**config.mk**
```make
export PLATFORM = sky130hd
export DESIGN_NAME = square_matrix_arith_engine
export DESIGN_NICKNAME = d
export VERILOG_FILES = /design/src/hw/rtl/smae_pkg.sv /design/src/hw/rtl/square_matrix_arith_engine.sv /design/src/hw/rtl/smae_ram.sv /design/src/hw/rtl/smae_ctrl.sv /design/src/hw/rtl/smae_datapath.sv
export SDC_FILE = /design/constraint.sdc
export NUM_CORES = 2
export LEC_CHECK = 0
export BUFFER_PORTS_ARGS = -buffer_cell sky130_fd_sc_hd__buf_2
export CORE_MARGIN = 8
export CORE_UTILIZATION = 55
export DETAILED_ROUTE_END_ITERATION = 10
export MAX_ROUTING_LAYER = met4
export PLACE_DENSITY = 0.71
export SYNTH_ARGS = -nofsm -noshare
export SYNTH_HDL_FRONTEND = slang
export SYNTH_SLANG_ARGS = --single-unit
```
**constraint.sdc**
```tcl
create_clock -name clk_i -period 8.7 [get_ports clk_i]
set_input_delay 0.435 -clock clk_i [delete_from_list [all_inputs] [get_ports clk_i]]
set_output_delay 0.435 -clock clk_i [all_outputs]
set_load 0.02 [all_outputs]
```
**src/hw/rtl/smae_pkg.sv**
```systemverilog
// Shared types, constants and helpers for the square matrix arithmetic engine.
package smae_pkg;

  localparam int unsigned MAX_ORDER = 8;
  localparam int unsigned CELLS     = MAX_ORDER * MAX_ORDER;
  localparam int unsigned ADDR_W    = $clog2(CELLS);
  localparam int unsigned IDX_W     = $clog2(MAX_ORDER);
  localparam int unsigned SIZE_W    = 4;
  localparam int unsigned CNT_W     = 7;
  localparam int unsigned ELEM_W    = 16;
  localparam int unsigned VALUE_W   = 32;
  localparam int unsigned ACC_W     = VALUE_W + $clog2(MAX_ORDER);
  localparam int unsigned OP_W      = 2;
  localparam int unsigned CFG_IDX_W = 2;
  localparam int unsigned CFG_DATA_W = 16;

  localparam logic [OP_W-1:0] OP_ADD_CONST = 2'd0;
  localparam logic [OP_W-1:0] OP_ADD_MAT   = 2'd1;
  localparam logic [OP_W-1:0] OP_SCALE     = 2'd2;
  localparam logic [OP_W-1:0] OP_MUL_MAT   = 2'd3;

  localparam logic [CFG_IDX_W-1:0] CFG_SIZE   = 2'd0;
  localparam logic [CFG_IDX_W-1:0] CFG_OP     = 2'd1;
  localparam logic [CFG_IDX_W-1:0] CFG_SCALAR = 2'd2;

  typedef struct packed {
    logic              we;
    logic [ADDR_W-1:0] waddr;
    logic              rd_en;
    logic              rd_first;
    logic              rd_last;
    logic [ADDR_W-1:0] addr_a;
    logic [ADDR_W-1:0] addr_b;
    logic [IDX_W-1:0]  row;
    logic [IDX_W-1:0]  col;
    logic              elem_last;
  } ctrl_cmd_t;

  typedef struct packed {
    logic res_load;
  } dp_status_t;

  function automatic logic [SIZE_W-1:0] order_of(input logic [SIZE_W-1:0] size);
    logic [SIZE_W-1:0] n;
    n = size;
    if (n == '0) n = SIZE_W'(1);
    if (n > SIZE_W'(MAX_ORDER)) n = SIZE_W'(MAX_ORDER);
    return n;
  endfunction

endpackage

```
**src/hw/rtl/square_matrix_arith_engine.sv**
```systemverilog
// Square matrix arithmetic engine: top level with configuration registers.
// Loads two n-by-n signed Q8.8 matrices as one element pair per beat (A in the low half
// of s_axis_tdata, B in the high half), row-major, at one beat per cycle. After the
// n*n-th beat the input stalls and the block emits the n*n signed Q16.16 results in
// row-major order, with row and column on each and tlast on the final one. Results
// are produced one at a time, the matrix product reading n element pairs for each and
// the elementwise operations one, set by the single read port of each element store
// feeding one shared multiply-accumulate path; output backpressure can stall them further.
// Loading of the next pair of matrices may begin while the final result still waits
// in the output register. Configuration writes are taken every cycle and must only be
// issued while no load or computation is in progress.
module square_matrix_arith_engine (
  input  logic        clk_i,
  input  logic        rst_ni,
  input  logic        s_axis_tvalid,
  output logic        s_axis_tready,
  input  logic [31:0] s_axis_tdata,   // [15:0] elem_a, [31:16] elem_b
  output logic        m_axis_tvalid,
  input  logic        m_axis_tready,
  output logic [39:0] m_axis_tdata,   // [31:0] value, [34:32] row, [37:35] col, [39:38] zero
  output logic        m_axis_tlast,
  input  logic        cfg_valid_i,
  output logic        cfg_ready_o,
  input  logic [smae_pkg::CFG_IDX_W-1:0]  cfg_index_i,
  input  logic [smae_pkg::CFG_DATA_W-1:0] cfg_data_i
);

  logic [smae_pkg::SIZE_W-1:0]        size_q;
  logic [smae_pkg::OP_W-1:0]          op_q;
  logic signed [smae_pkg::ELEM_W-1:0] scalar_q;

  smae_pkg::ctrl_cmd_t  cmd;
  smae_pkg::dp_status_t status;

  logic signed [smae_pkg::VALUE_W-1:0] value;
  logic [smae_pkg::IDX_W-1:0]          row, col;

  assign cfg_ready_o = 1'b1;

  always_ff @(posedge clk_i or negedge rst_ni) begin
    if (!rst_ni) begin
      size_q   <= smae_pkg::SIZE_W'(smae_pkg::MAX_ORDER);
      op_q     <= smae_pkg::OP_MUL_MAT;
      scalar_q <= '0;
    end else if (cfg_valid_i && cfg_ready_o) begin
      case (cfg_index_i)
        smae_pkg::CFG_SIZE:   size_q   <= cfg_data_i[smae_pkg::SIZE_W-1:0];
        smae_pkg::CFG_OP:     op_q     <= cfg_data_i[smae_pkg::OP_W-1:0];
        smae_pkg::CFG_SCALAR: scalar_q <= cfg_data_i[smae_pkg::ELEM_W-1:0];
        default: ;
      endcase
    end
  end

  smae_ctrl u_ctrl (
    .clk_i      (clk_i),
    .rst_ni     (rst_ni),
    .size_i     (size_q),
    .op_i       (op_q),
    .in_valid_i (s_axis_tvalid),
    .in_ready_o (s_axis_tready),
    .status_i   (status),
    .cmd_o      (cmd)
  );

  smae_datapath u_dp (
    .clk_i       (clk_i),
    .rst_ni      (rst_ni),
    .cmd_i       (cmd),
    .status_o    (status),
    .op_i        (op_q),
    .scalar_i    (scalar_q),
    .elem_a_i    (s_axis_tdata[15:0]),
    .elem_b_i    (s_axis_tdata[31:16]),
    .out_valid_o (m_axis_tvalid),
    .out_ready_i (m_axis_tready),
    .value_o     (value),
    .row_o       (row),
    .col_o       (col),
    .last_o      (m_axis_tlast)
  );

  assign m_axis_tdata = {2'b00, col, row, value};

endmodule

```
**src/hw/rtl/smae_ram.sv**
```systemverilog
// Generic single-write, single-read RAM with registered read data.
module smae_ram #(
  parameter int unsigned WIDTH = 16,
  parameter int unsigned DEPTH = 64
) (
  input  logic                     clk_i,
  input  logic                     we_i,
  input  logic [$clog2(DEPTH)-1:0] waddr_i,
  input  logic [WIDTH-1:0]         wdata_i,
  input  logic                     re_i,
  input  logic [$clog2(DEPTH)-1:0] raddr_i,
  output logic [WIDTH-1:0]         rdata_o
);

  logic [WIDTH-1:0] mem_q [DEPTH];
  logic [WIDTH-1:0] rdata_q;

  always_ff @(posedge clk_i) begin
    if (we_i) begin
      mem_q[waddr_i] <= wdata_i;
    end
    if (re_i) begin
      rdata_q <= mem_q[raddr_i];
    end
  end

  assign rdata_o = rdata_q;

endmodule

```
**src/hw/rtl/smae_ctrl.sv**
```systemverilog
// Controller: load counting and sequencing of store reads over the result matrix.
module smae_ctrl (
  input  logic                                clk_i,
  input  logic                                rst_ni,
  input  logic [smae_pkg::SIZE_W-1:0]         size_i,
  input  logic [smae_pkg::OP_W-1:0]           op_i,
  input  logic                                in_valid_i,
  output logic                                in_ready_o,
  input  smae_pkg::dp_status_t                status_i,
  output smae_pkg::ctrl_cmd_t                 cmd_o
);

  localparam logic [1:0] ST_LOAD  = 2'd0;
  localparam logic [1:0] ST_ISSUE = 2'd1;
  localparam logic [1:0] ST_WAIT  = 2'd2;

  localparam int unsigned AW = smae_pkg::ADDR_W;
  localparam int unsigned IW = smae_pkg::IDX_W;
  localparam int unsigned CW = smae_pkg::CNT_W;

  logic [1:0]    state_q, state_d;
  logic [CW-1:0] cnt_q, cnt_d;
  logic [IW-1:0] i_q, i_d, j_q, j_d, k_q, k_d;
  logic [AW-1:0] rowbase_q, rowbase_d, kbase_q, kbase_d;

  logic [smae_pkg::SIZE_W-1:0] n;
  logic [IW-1:0]               n_last;
  logic [AW-1:0]               n_step;
  logic [CW-1:0]               total;
  logic [CW-1:0]               cnt_inc;
  logic                        accept;
  logic                        is_mul;
  logic                        k_end;

  assign n       = smae_pkg::order_of(size_i);
  assign n_last  = IW'(n - smae_pkg::SIZE_W'(1));
  assign n_step  = AW'(n);
  assign total   = CW'(n) * CW'(n);
  assign cnt_inc = cnt_q + CW'(1);
  assign is_mul  = (op_i == smae_pkg::OP_MUL_MAT);
  assign k_end   = !is_mul || (k_q == n_last);

  assign in_ready_o = (state_q == ST_LOAD);
  assign accept     = in_valid_i && in_ready_o;

  always_comb begin
    cmd_o           = '0;
    cmd_o.we        = accept && !cnt_q[CW-1];
    cmd_o.waddr     = cnt_q[AW-1:0];
    cmd_o.rd_en     = (state_q == ST_ISSUE);
    cmd_o.rd_first  = (k_q == '0);
    cmd_o.rd_last   = k_end;
    cmd_o.addr_a    = rowbase_q + AW'(is_mul ? k_q : j_q);
    cmd_o.addr_b    = is_mul ? (kbase_q + AW'(j_q)) : (rowbase_q + AW'(j_q));
    cmd_o.row       = i_q;
    cmd_o.col       = j_q;
    cmd_o.elem_last = (i_q == n_last) && (j_q == n_last);
  end

  always_comb begin
    state_d   = state_q;
    cnt_d     = cnt_q;
    i_d       = i_q;
    j_d       = j_q;
    k_d       = k_q;
    rowbase_d = rowbase_q;
    kbase_d   = kbase_q;
    case (state_q)
      ST_LOAD: begin
        if (accept) begin
          if (cnt_inc >= total) begin
            cnt_d     = '0;
            state_d   = ST_ISSUE;
            i_d       = '0;
            j_d       = '0;
            k_d       = '0;
            rowbase_d = '0;
            kbase_d   = '0;
          end else begin
            cnt_d = cnt_inc;
          end
        end
      end
      ST_ISSUE: begin
        if (k_end) begin
          k_d     = '0;
          kbase_d = '0;
          state_d = ST_WAIT;
        end else begin
          k_d     = k_q + IW'(1);
          kbase_d = kbase_q + n_step;
        end
      end
      ST_WAIT: begin
        if (status_i.res_load) begin
          if (j_q == n_last) begin
            j_d = '0;
            if (i_q == n_last) begin
              state_d = ST_LOAD;
            end else begin
              i_d       = i_q + IW'(1);
              rowbase_d = rowbase_q + n_step;
              state_d   = ST_ISSUE;
            end
          end else begin
            j_d     = j_q + IW'(1);
            state_d = ST_ISSUE;
          end
        end
      end
      default: begin
        state_d = ST_LOAD;
      end
    endcase
  end

  always_ff @(posedge clk_i or negedge rst_ni) begin
    if (!rst_ni) begin
      state_q   <= ST_LOAD;
      cnt_q     <= '0;
      i_q       <= '0;
      j_q       <= '0;
      k_q       <= '0;
      rowbase_q <= '0;
      kbase_q   <= '0;
    end else begin
      state_q   <= state_d;
      cnt_q     <= cnt_d;
      i_q       <= i_d;
      j_q       <= j_d;
      k_q       <= k_d;
      rowbase_q <= rowbase_d;
      kbase_q   <= kbase_d;
    end
  end

endmodule

```
**src/hw/rtl/smae_datapath.sv**
```systemverilog
// Datapath: element stores, shared multiply-accumulate, saturation and output register.
module smae_datapath (
  input  logic                                clk_i,
  input  logic                                rst_ni,
  input  smae_pkg::ctrl_cmd_t                 cmd_i,
  output smae_pkg::dp_status_t                status_o,
  input  logic [smae_pkg::OP_W-1:0]           op_i,
  input  logic signed [smae_pkg::ELEM_W-1:0]  scalar_i,
  input  logic [smae_pkg::ELEM_W-1:0]         elem_a_i,
  input  logic [smae_pkg::ELEM_W-1:0]         elem_b_i,
  output logic                                out_valid_o,
  input  logic                                out_ready_i,
  output logic signed [smae_pkg::VALUE_W-1:0] value_o,
  output logic [smae_pkg::IDX_W-1:0]          row_o,
  output logic [smae_pkg::IDX_W-1:0]          col_o,
  output logic                                last_o
);

  localparam int unsigned EW = smae_pkg::ELEM_W;
  localparam int unsigned VW = smae_pkg::VALUE_W;
  localparam int unsigned AW = smae_pkg::ACC_W;

  logic [EW-1:0] rdata_a, rdata_b;

  smae_ram #(.WIDTH(EW), .DEPTH(smae_pkg::CELLS)) u_ram_a (
    .clk_i   (clk_i),
    .we_i    (cmd_i.we),
    .waddr_i (cmd_i.waddr),
    .wdata_i (elem_a_i),
    .re_i    (cmd_i.rd_en),
    .raddr_i (cmd_i.addr_a),
    .rdata_o (rdata_a)
  );

  smae_ram #(.WIDTH(EW), .DEPTH(smae_pkg::CELLS)) u_ram_b (
    .clk_i   (clk_i),
    .we_i    (cmd_i.we),
    .waddr_i (cmd_i.waddr),
    .wdata_i (elem_b_i),
    .re_i    (cmd_i.rd_en),
    .raddr_i (cmd_i.addr_b),
    .rdata_o (rdata_b)
  );

  logic s1_v_q, s1_first_q, s1_last_q;
  logic s2_v_q, s2_first_q, s2_last_q;
  logic done_q;
  logic signed [VW-1:0] p_q, p_d;
  logic signed [AW-1:0] acc_q, acc_d;

  logic signed [EW-1:0]   a, b, mul_rhs, add_rhs;
  logic signed [VW-1:0]   prod;
  logic signed [EW:0]     sum;
  logic signed [VW-1:0]   sum_q16;
  logic                   res_load;
  logic signed [VW-1:0]   sat_val;

  logic                   out_v_q;
  logic signed [VW-1:0]   out_value_q;
  logic [smae_pkg::IDX_W-1:0] out_row_q, out_col_q;
  logic                   out_last_q;

  assign a       = rdata_a;
  assign b       = rdata_b;
  assign mul_rhs = (op_i == smae_pkg::OP_MUL_MAT) ? b : scalar_i;
  assign add_rhs = (op_i == smae_pkg::OP_ADD_MAT) ? b : scalar_i;
  assign prod    = a * mul_rhs;
  assign sum     = (EW+1)'(a) + (EW+1)'(add_rhs);
  assign sum_q16 = VW'(signed'({sum, 8'h00}));

  always_comb begin
    case (op_i)
      smae_pkg::OP_ADD_CONST, smae_pkg::OP_ADD_MAT: p_d = sum_q16;
      default:                                      p_d = prod;
    endcase
  end

  assign acc_d = s2_first_q ? AW'(p_q) : (acc_q + AW'(p_q));

  always_comb begin
    if (acc_q[AW-1:VW-1] == '0 || acc_q[AW-1:VW-1] == '1) begin
      sat_val = acc_q[VW-1:0];
    end else if (acc_q[AW-1]) begin
      sat_val = {1'b1, {(VW-1){1'b0}}};
    end else begin
      sat_val = {1'b0, {(VW-1){1'b1}}};
    end
  end

  assign res_load = done_q && (!out_v_q || out_ready_i);

  assign status_o.res_load = res_load;

  always_ff @(posedge clk_i or negedge rst_ni) begin
    if (!rst_ni) begin
      s1_v_q  <= 1'b0;
      s2_v_q  <= 1'b0;
      done_q  <= 1'b0;
      out_v_q <= 1'b0;
    end else begin
      s1_v_q <= cmd_i.rd_en;
      s2_v_q <= s1_v_q;
      if (s2_v_q && s2_last_q) begin
        done_q <= 1'b1;
      end else if (res_load) begin
        done_q <= 1'b0;
      end
      if (res_load) begin
        out_v_q <= 1'b1;
      end else if (out_ready_i) begin
        out_v_q <= 1'b0;
      end
    end
  end

  always_ff @(posedge clk_i) begin
    s1_first_q <= cmd_i.rd_first;
    s1_last_q  <= cmd_i.rd_last;
    s2_first_q <= s1_first_q;
    s2_last_q  <= s1_last_q;
    if (s1_v_q) begin
      p_q <= p_d;
    end
    if (s2_v_q) begin
      acc_q <= acc_d;
    end
    if (res_load) begin
      out_value_q <= sat_val;
      out_row_q   <= cmd_i.row;
      out_col_q   <= cmd_i.col;
      out_last_q  <= cmd_i.elem_last;
    end
  end

  assign out_valid_o = out_v_q;
  assign value_o     = out_value_q;
  assign row_o       = out_row_q;
  assign col_o       = out_col_q;
  assign last_o      = out_last_q;

endmodule

```
[Word-level counts from Yosys, hierarchy flattened]
Memories as Yosys holds them, arrays and structs flattened. A register that Yosys moved wholly into a read port is not among the register bits.
Index checks and enable logic that the tools add are counted.
Cells by class
  mux-type cells: 43
  bitwise operators: 0
  $add $sub $neg: 12
  equality and inequality tests: 16
  magnitude comparators: 2
  shift operators: 0
  $mul: 2
  div/mod/pow operators: 0
  reductions and logical operators: 30
Operators with widths (count)
  $mux 32: 3
  $mux 6: 7
  $add 35x32->35: 1
  $mux 35: 1
  $mul 16x16->32: 1
  $mux 16: 2
  $mux 3: 9
  $pmux 6 s2: 2
  $pmux 3 s2: 3
  $add 16x16->17: 1
  $add 6x3->6: 2
  $add 6x4->6: 2
  $ne 2x2->1 const B: 5
  $add 3x1->3 const B: 3
  $eq 3x3->1: 3
  $logic_not 4->1: 2
  $mux 1: 8
  $mux 2: 4
  $mux 4: 2
  $reduce_and 2->1: 4
  $reduce_and 4->1: 2
  $reduce_bool 2->1: 4
  $add 7x1->7 const B: 1
  $ge 7x7->1: 1
  other kinds (18): 32
Word-level totals
  memories: 2
  RAM bits: 2048
  output and inout port bits: 44
  bits in latches: 0
  bits of input ports: 55
  bits in read-only memories: 0
  bits in registers: 166
  word-level logic and storage cells: 132
Memories
  u_dp.u_ram_a.mem_q: depth 64, bits a word 16, read ports 1, clocked after memory_dff 1, write ports 1, RTL line smae_ram.sv:15  | logic [WIDTH-1:0] mem_q [DEPTH];
  u_dp.u_ram_b.mem_q: depth 64, bits a word 16, read ports 1, clocked after memory_dff 1, write ports 1, RTL line smae_ram.sv:15

[Logic depth before layout (Yosys ltp)]
  depth in word-level cells: 10
  depth in mapped cells: 26
  mapped depth without buffers: 23

[By module]
A second synthesis with hierarchy kept.
Unflattened totals
  cell total of the unflattened synthesis: 5763
  area, all modules: 100944.3 um^2
By module, submodules not included
  smae_ram: sequential area each 31230.0 um^2, instances 2, area each 40202.3 um^2, cells an instance 1829
  smae_datapath: sequential area each 3363.2 um^2, instances 1, area each 16822.4 um^2, cells an instance 1752
  smae_ctrl: sequential area each 750.7 um^2, instances 1, area each 2796.4 um^2, cells an instance 300
  square_matrix_arith_engine: sequential area each 554.3 um^2, instances 1, area each 920.9 um^2, cells an instance 53

[Least setup slack after synthesis]
Ideal clock, no wire load.
  path type: reg-to-reg
  start point: register op_q[1] in the netlist's numbering
  end point: register u_dp.p_q[31], data pin
  stages on the path, launching flop included: 25
  path slack: 0.796 ns
  data required time: 8.428 ns
  setup time: 0.272 ns
  period minus slack after synthesis: 7.904 ns
  data arrival time: 7.633 ns
  path buffers: 3
  path through: dfstp_2 nand2_1 clkbuf_1 buf_1 mux2_2 clkbuf_1 nand2_1 inv_1 fa_1 fa_1 fa_1 fa_1 fa_1 inv_1 fa_1 inv_1 ha_1 a21o_1 a21o_1 a221oi_1 a21bo_2 o31ai_2 o2111ai_2 mux2i_1 or4_1
On the way
  longest elaborated chain between the ends: 4
  elaborated cells between the ends (all ways): 9
  those cells by class: 1 x add/sub; 1 x mul; 2 x eq/ne; 3 x mux; 2 x reduce/logical
Ends and longest elaborated chain
  from (decl): RTL line square_matrix_arith_engine.sv:29  | logic [smae_pkg::OP_W-1:0] op_q;
  from (signal assigned): RTL line square_matrix_arith_engine.sv:43  | op_q <= smae_pkg::OP_MUL_MAT;
  from (signal assigned): RTL line square_matrix_arith_engine.sv:48  | smae_pkg::CFG_OP: op_q <= cfg_data_i[smae_pkg::OP_W-1:0];
  $eq 2x2->1 or $eq 2x1->1 (tied branches): RTL line smae_datapath.sv:65, smae_datapath.sv:66, smae_datapath.sv:72
  $mux 16, on equally long branches: RTL line smae_datapath.sv:65, smae_datapath.sv:66
  $mul 16x16->32 or $add 16x16->17 (tied branches): RTL line smae_datapath.sv:67, smae_datapath.sv:68
  $mux 32 *: RTL line smae_datapath.sv:72  | case (op_i)
  named net u_dp.p_d[31]: RTL line smae_datapath.sv:48  | logic signed [VW-1:0] p_q, p_d;
  to (signal assigned): RTL line smae_datapath.sv:122  | p_q <= p_d;
  to (decl): RTL line smae_datapath.sv:48
Mark *: on every way through the listed nets, which the timed path passes. The rest lies on a longest branch.
A chain may end at the register's enable or synchronous reset.

[Final worst setup path]
  start point: register op_q[0] in the netlist's numbering
  end point: register u_dp.p_q[31], data pin
Same word-level chain as after synthesis.

==> results.json <==
{
  "cts-root-buf": "clkbuf_16",
  "antenna_found_initial": 9,
  "fin_crit_ps": 8136,
  "crit_required_ps": 9240,
  "die_width_um": 441.1,
  "cts_hold_buffers": 20,
  "fin_nets": 6166,
  "tns_ps": 0,
  "clk-insertion-delay-late_ps": 880,
  "min-delay-start": "cfg_index_i[1]",
  "via_per_inst": 6.335,
  "dieArea_um2": 194500,
  "drive_gt1_frac": 0.2191,
  "initial_core_util": 0.5516,
  "synth_top_area_cell": "edfxtp_1",
  "seq_area_um2": 67130,
  "worst_slew_margin_rel": 0.1357,
  "critical_path.startpoint": "op_q[0]$_DFFE_PN1P_",
  "fmax_mhz": 122.9,
  "setup.worst_path.class": "reg2reg",
  "grt_pass1_vias": 52960,
  "crit_chain": "nand2_1 > mux2_2 > nand2_1 > inv_1 > fa_1 > fa_1 > fa_1 > fa_1 > fa_1 > inv_1 > fa_1 > inv_1 > ha_1 > a21o_1 > a21o_1 > a221oi_1 > a21bo_2 > o31ai_2 > o2111ai_2 > mux2i_1 > or4_1",
  "numClockSinks": 2246,
  "drt_iter0_markers": 6004,
  "syn_inst": 5475,
  "synth_area_leaders": "edfxtp_1 (66%), mux4_2 (13%), fa_1 (5.4%)",
  "crit_family": "adder cells",
  "cap_violations": 0,
  "drtAntennaViolNets": 0,
  "setup_violations": 0,
  "first_pass_iters": 5,
  "cts_buffers": 217,
  "cp_common_cell": "fa_1",
  "wirelength_um": 248500,
  "async_flop_share": 0.02493,
  "multiInputGateArea_um2": 30620,
  "num_rows": 156,
  "synth_edf_count": 2186,
  "finClkSkew_ps": 72.93,
  "cts_tree": "built",
  "synth_ff_type": "edfxtp_1",
  "arrival_ps": 8680,
  "yosysTopAreaCellShare": 0.6606,
  "gr-total-overflow": 0,
  "cts_resized": 0,
  "synthSimpleGateAreaFrac": 0.04786,
  "synth_top_family_by_area": "multiplexers",
  "worstMarginPinSlew_ps": 1296,
  "cp-start-kind": "register",
  "cp_num_buf_inv": 3,
  "postCtsSetupBuffers": 0,
  "syn2layout_area_growth_pct": 11.50,
  "timing.rr.start": "op_q[0]$_DFFE_PN1P_",
  "hold_ws_ps": 62.66,
  "drv_slew": 0,
  "slowest_delay_ps": 900,
  "final_util": 0.6150,
  "clk_path_buf_depth": 3,
  "grtUsageTotal": 0.2634,
  "ys_ff_latch": 2246,
  "dp.final_hpwl_um": 143000,
  "min_path_type": "in2reg",
  "dieHeight_um": 441.1,
  "hold_violations": 0,
  "vias": 52190,
  "syn_area_um2": 99370,
  "ctsHtreeMaxLevel": 4,
  "slowest_stage": "fa_1",
  "syn_avg_cell_area_um2": 18.15,
  "synth-compound-area-share": 0.02784,
  "synthXorXnorAreaFrac": 0.009142,
  "post_drt_wl_per_cell_um": 30.16,
  "rsz0062_at_grt": "no",
  "yosys_warnings": 0,
  "synth_mux_area_frac": 0.1420,
  "synth_seq_area_share": 0.6756,
  "drcViolationCount": 0,
  "nFillCells": 12510,
  "status": "complete, no violations",
  "cts.clk_slew.worst_paths_ps": 60,
  "grt_max_degree": 113,
  "period_share": 0.9352,
  "core_um2": 180200,
  "gp_congestion": 0.8926,
  "port-buffer-count": 95,
  "grt_pass1_wl_um": 363000,
  "ys_types": 69,
  "crit_path_end_kind": "register",
  "cp_max_fo": 16,
  "synth_adder_area_share": 0.07459,
  "io-pin-count": 99
}
## worst paths after layout
path	endpoint	slack, ps	cells past startpoint
worst max-delay path	u_dp.p_q[31]$_DFFE_PP_	560	21
worst min-delay path	size_q[3]$_DFFE_PN1P_	60	3
worst max register to register	u_dp.p_q[31]$_DFFE_PP_	560	21
worst min register to register	u_dp.s2_last_q$_DFF_P_	330	0
max in group asynchronous	scalar_q[9]$_DFFE_PN0P_	7800	3
min in group asynchronous	u_dp.out_valid_o$_DFFE_PN0P_	320	3
## stage by stage
step           area (um2)  setup slack, ps  std cells
6_report           110800            563.8       8239
5_1_grt            110800            199.0       8234
4_1_cts            110800            552.4       8230
3_5_place_dp       103500            599.2       7811
3_3_place_gp       103500            683.0       7811
2_1_floorplan       99370            795.7       5477
## cells by family (layout without fill, tap and decap cells)
group	count (synthesis)	after routing
adders and majority gates	431	431
muxes	662	662
xor gates and xnor gates	102	102
DFF	2246	2246
AOI/OAI and AO/OA	428	428
buffers and inverters	584	967
and+or+nand+nor	1020	1020
other	2	13
## cells in the mapped netlist, drive strengths merged (48+ instances only)
cell    count
edfxtp   2186
mux4      592
nand2     485
inv       324
fa        269
clkbuf    178
ha        162
o21ai     139
nor2      137
nand3      92
buf        82
and2       76
nor2b      74
a21oi      73
a21o       67
mux2       58
and3       57
xnor2      54
dfrtp      53
xor2       48
## layer usage
layer | global-route usage | wire (um)
met1 | 0.3457 | 93740
met3 | 0.04480 | 21950
met4 | 0.08537 | 9137
met5 | - | 0
met2 | 0.4263 | 123600
## layout make-up
class | instances | share of cell area
antenna | 9 | 0.0002033
clock buffer | 267 | 0.05071
clock inverter | 132 | 0.01279
inverter | 324 | 0.01098
multi-input combinational | 2647 | 0.2764
sequential | 2246 | 0.6059
tap | 2370 | 0.02676
timing repair buffer | 244 | 0.01631
## state kept, by name (all words and copies together), names as in the netlist, 2 cells and up
signal / flops
u_dp.u_ram_a.mem_q: 1024
u_dp.u_ram_b.mem_q: 1024
u_dp.acc_q: 35
u_dp.p_q: 32
u_dp.value_o: 32
scalar_q: 16
u_dp.u_ram_a.rdata_o: 16
u_dp.u_ram_b.rdata_o: 16
u_ctrl.cnt_q: 7
u_ctrl.kbase_q: 6
u_ctrl.rowbase_q: 6
size_q: 4
u_ctrl.i_q: 3
u_ctrl.j_q: 3
u_ctrl.k_q: 3
u_dp.col_o: 3
u_dp.row_o: 3
op_q: 2
u_ctrl.state_q: 2
## placed cells by master (no fill, tap or decap), drive strengths merged, types with 12 or more instances in the layout
cell,netlist,final
mux4,592,592
dfrtp,53,53
mux2i,12,12
ha,162,162
a21o,67,67
inv,324,328
and3,57,57
nor2,137,137
dlygate4sd3,0,20
clkbuf,178,267
xnor2,54,54
mux2,58,58
a31oi,23,23
nor2b,74,74
fa,269,269
o21ai,139,139
bufinv,0,18
nor3,16,16
o21a,15,15
clkinv,0,104
xor2,48,48
buf,82,224
nand2b,24,24
nand3,92,92
a311oi,34,34
edfxtp,2186,2186
nand2,485,485
and2,76,76
a21oi,73,73
## tightest hold or removal path: stages
cell and delay (ps):
buf_2 110, nor3b_2 120, o21ai_0 180
Power is left out: the tool's default activity adds up to more than one toggle a clock period on the data nets, which glitch-free logic cannot reach.
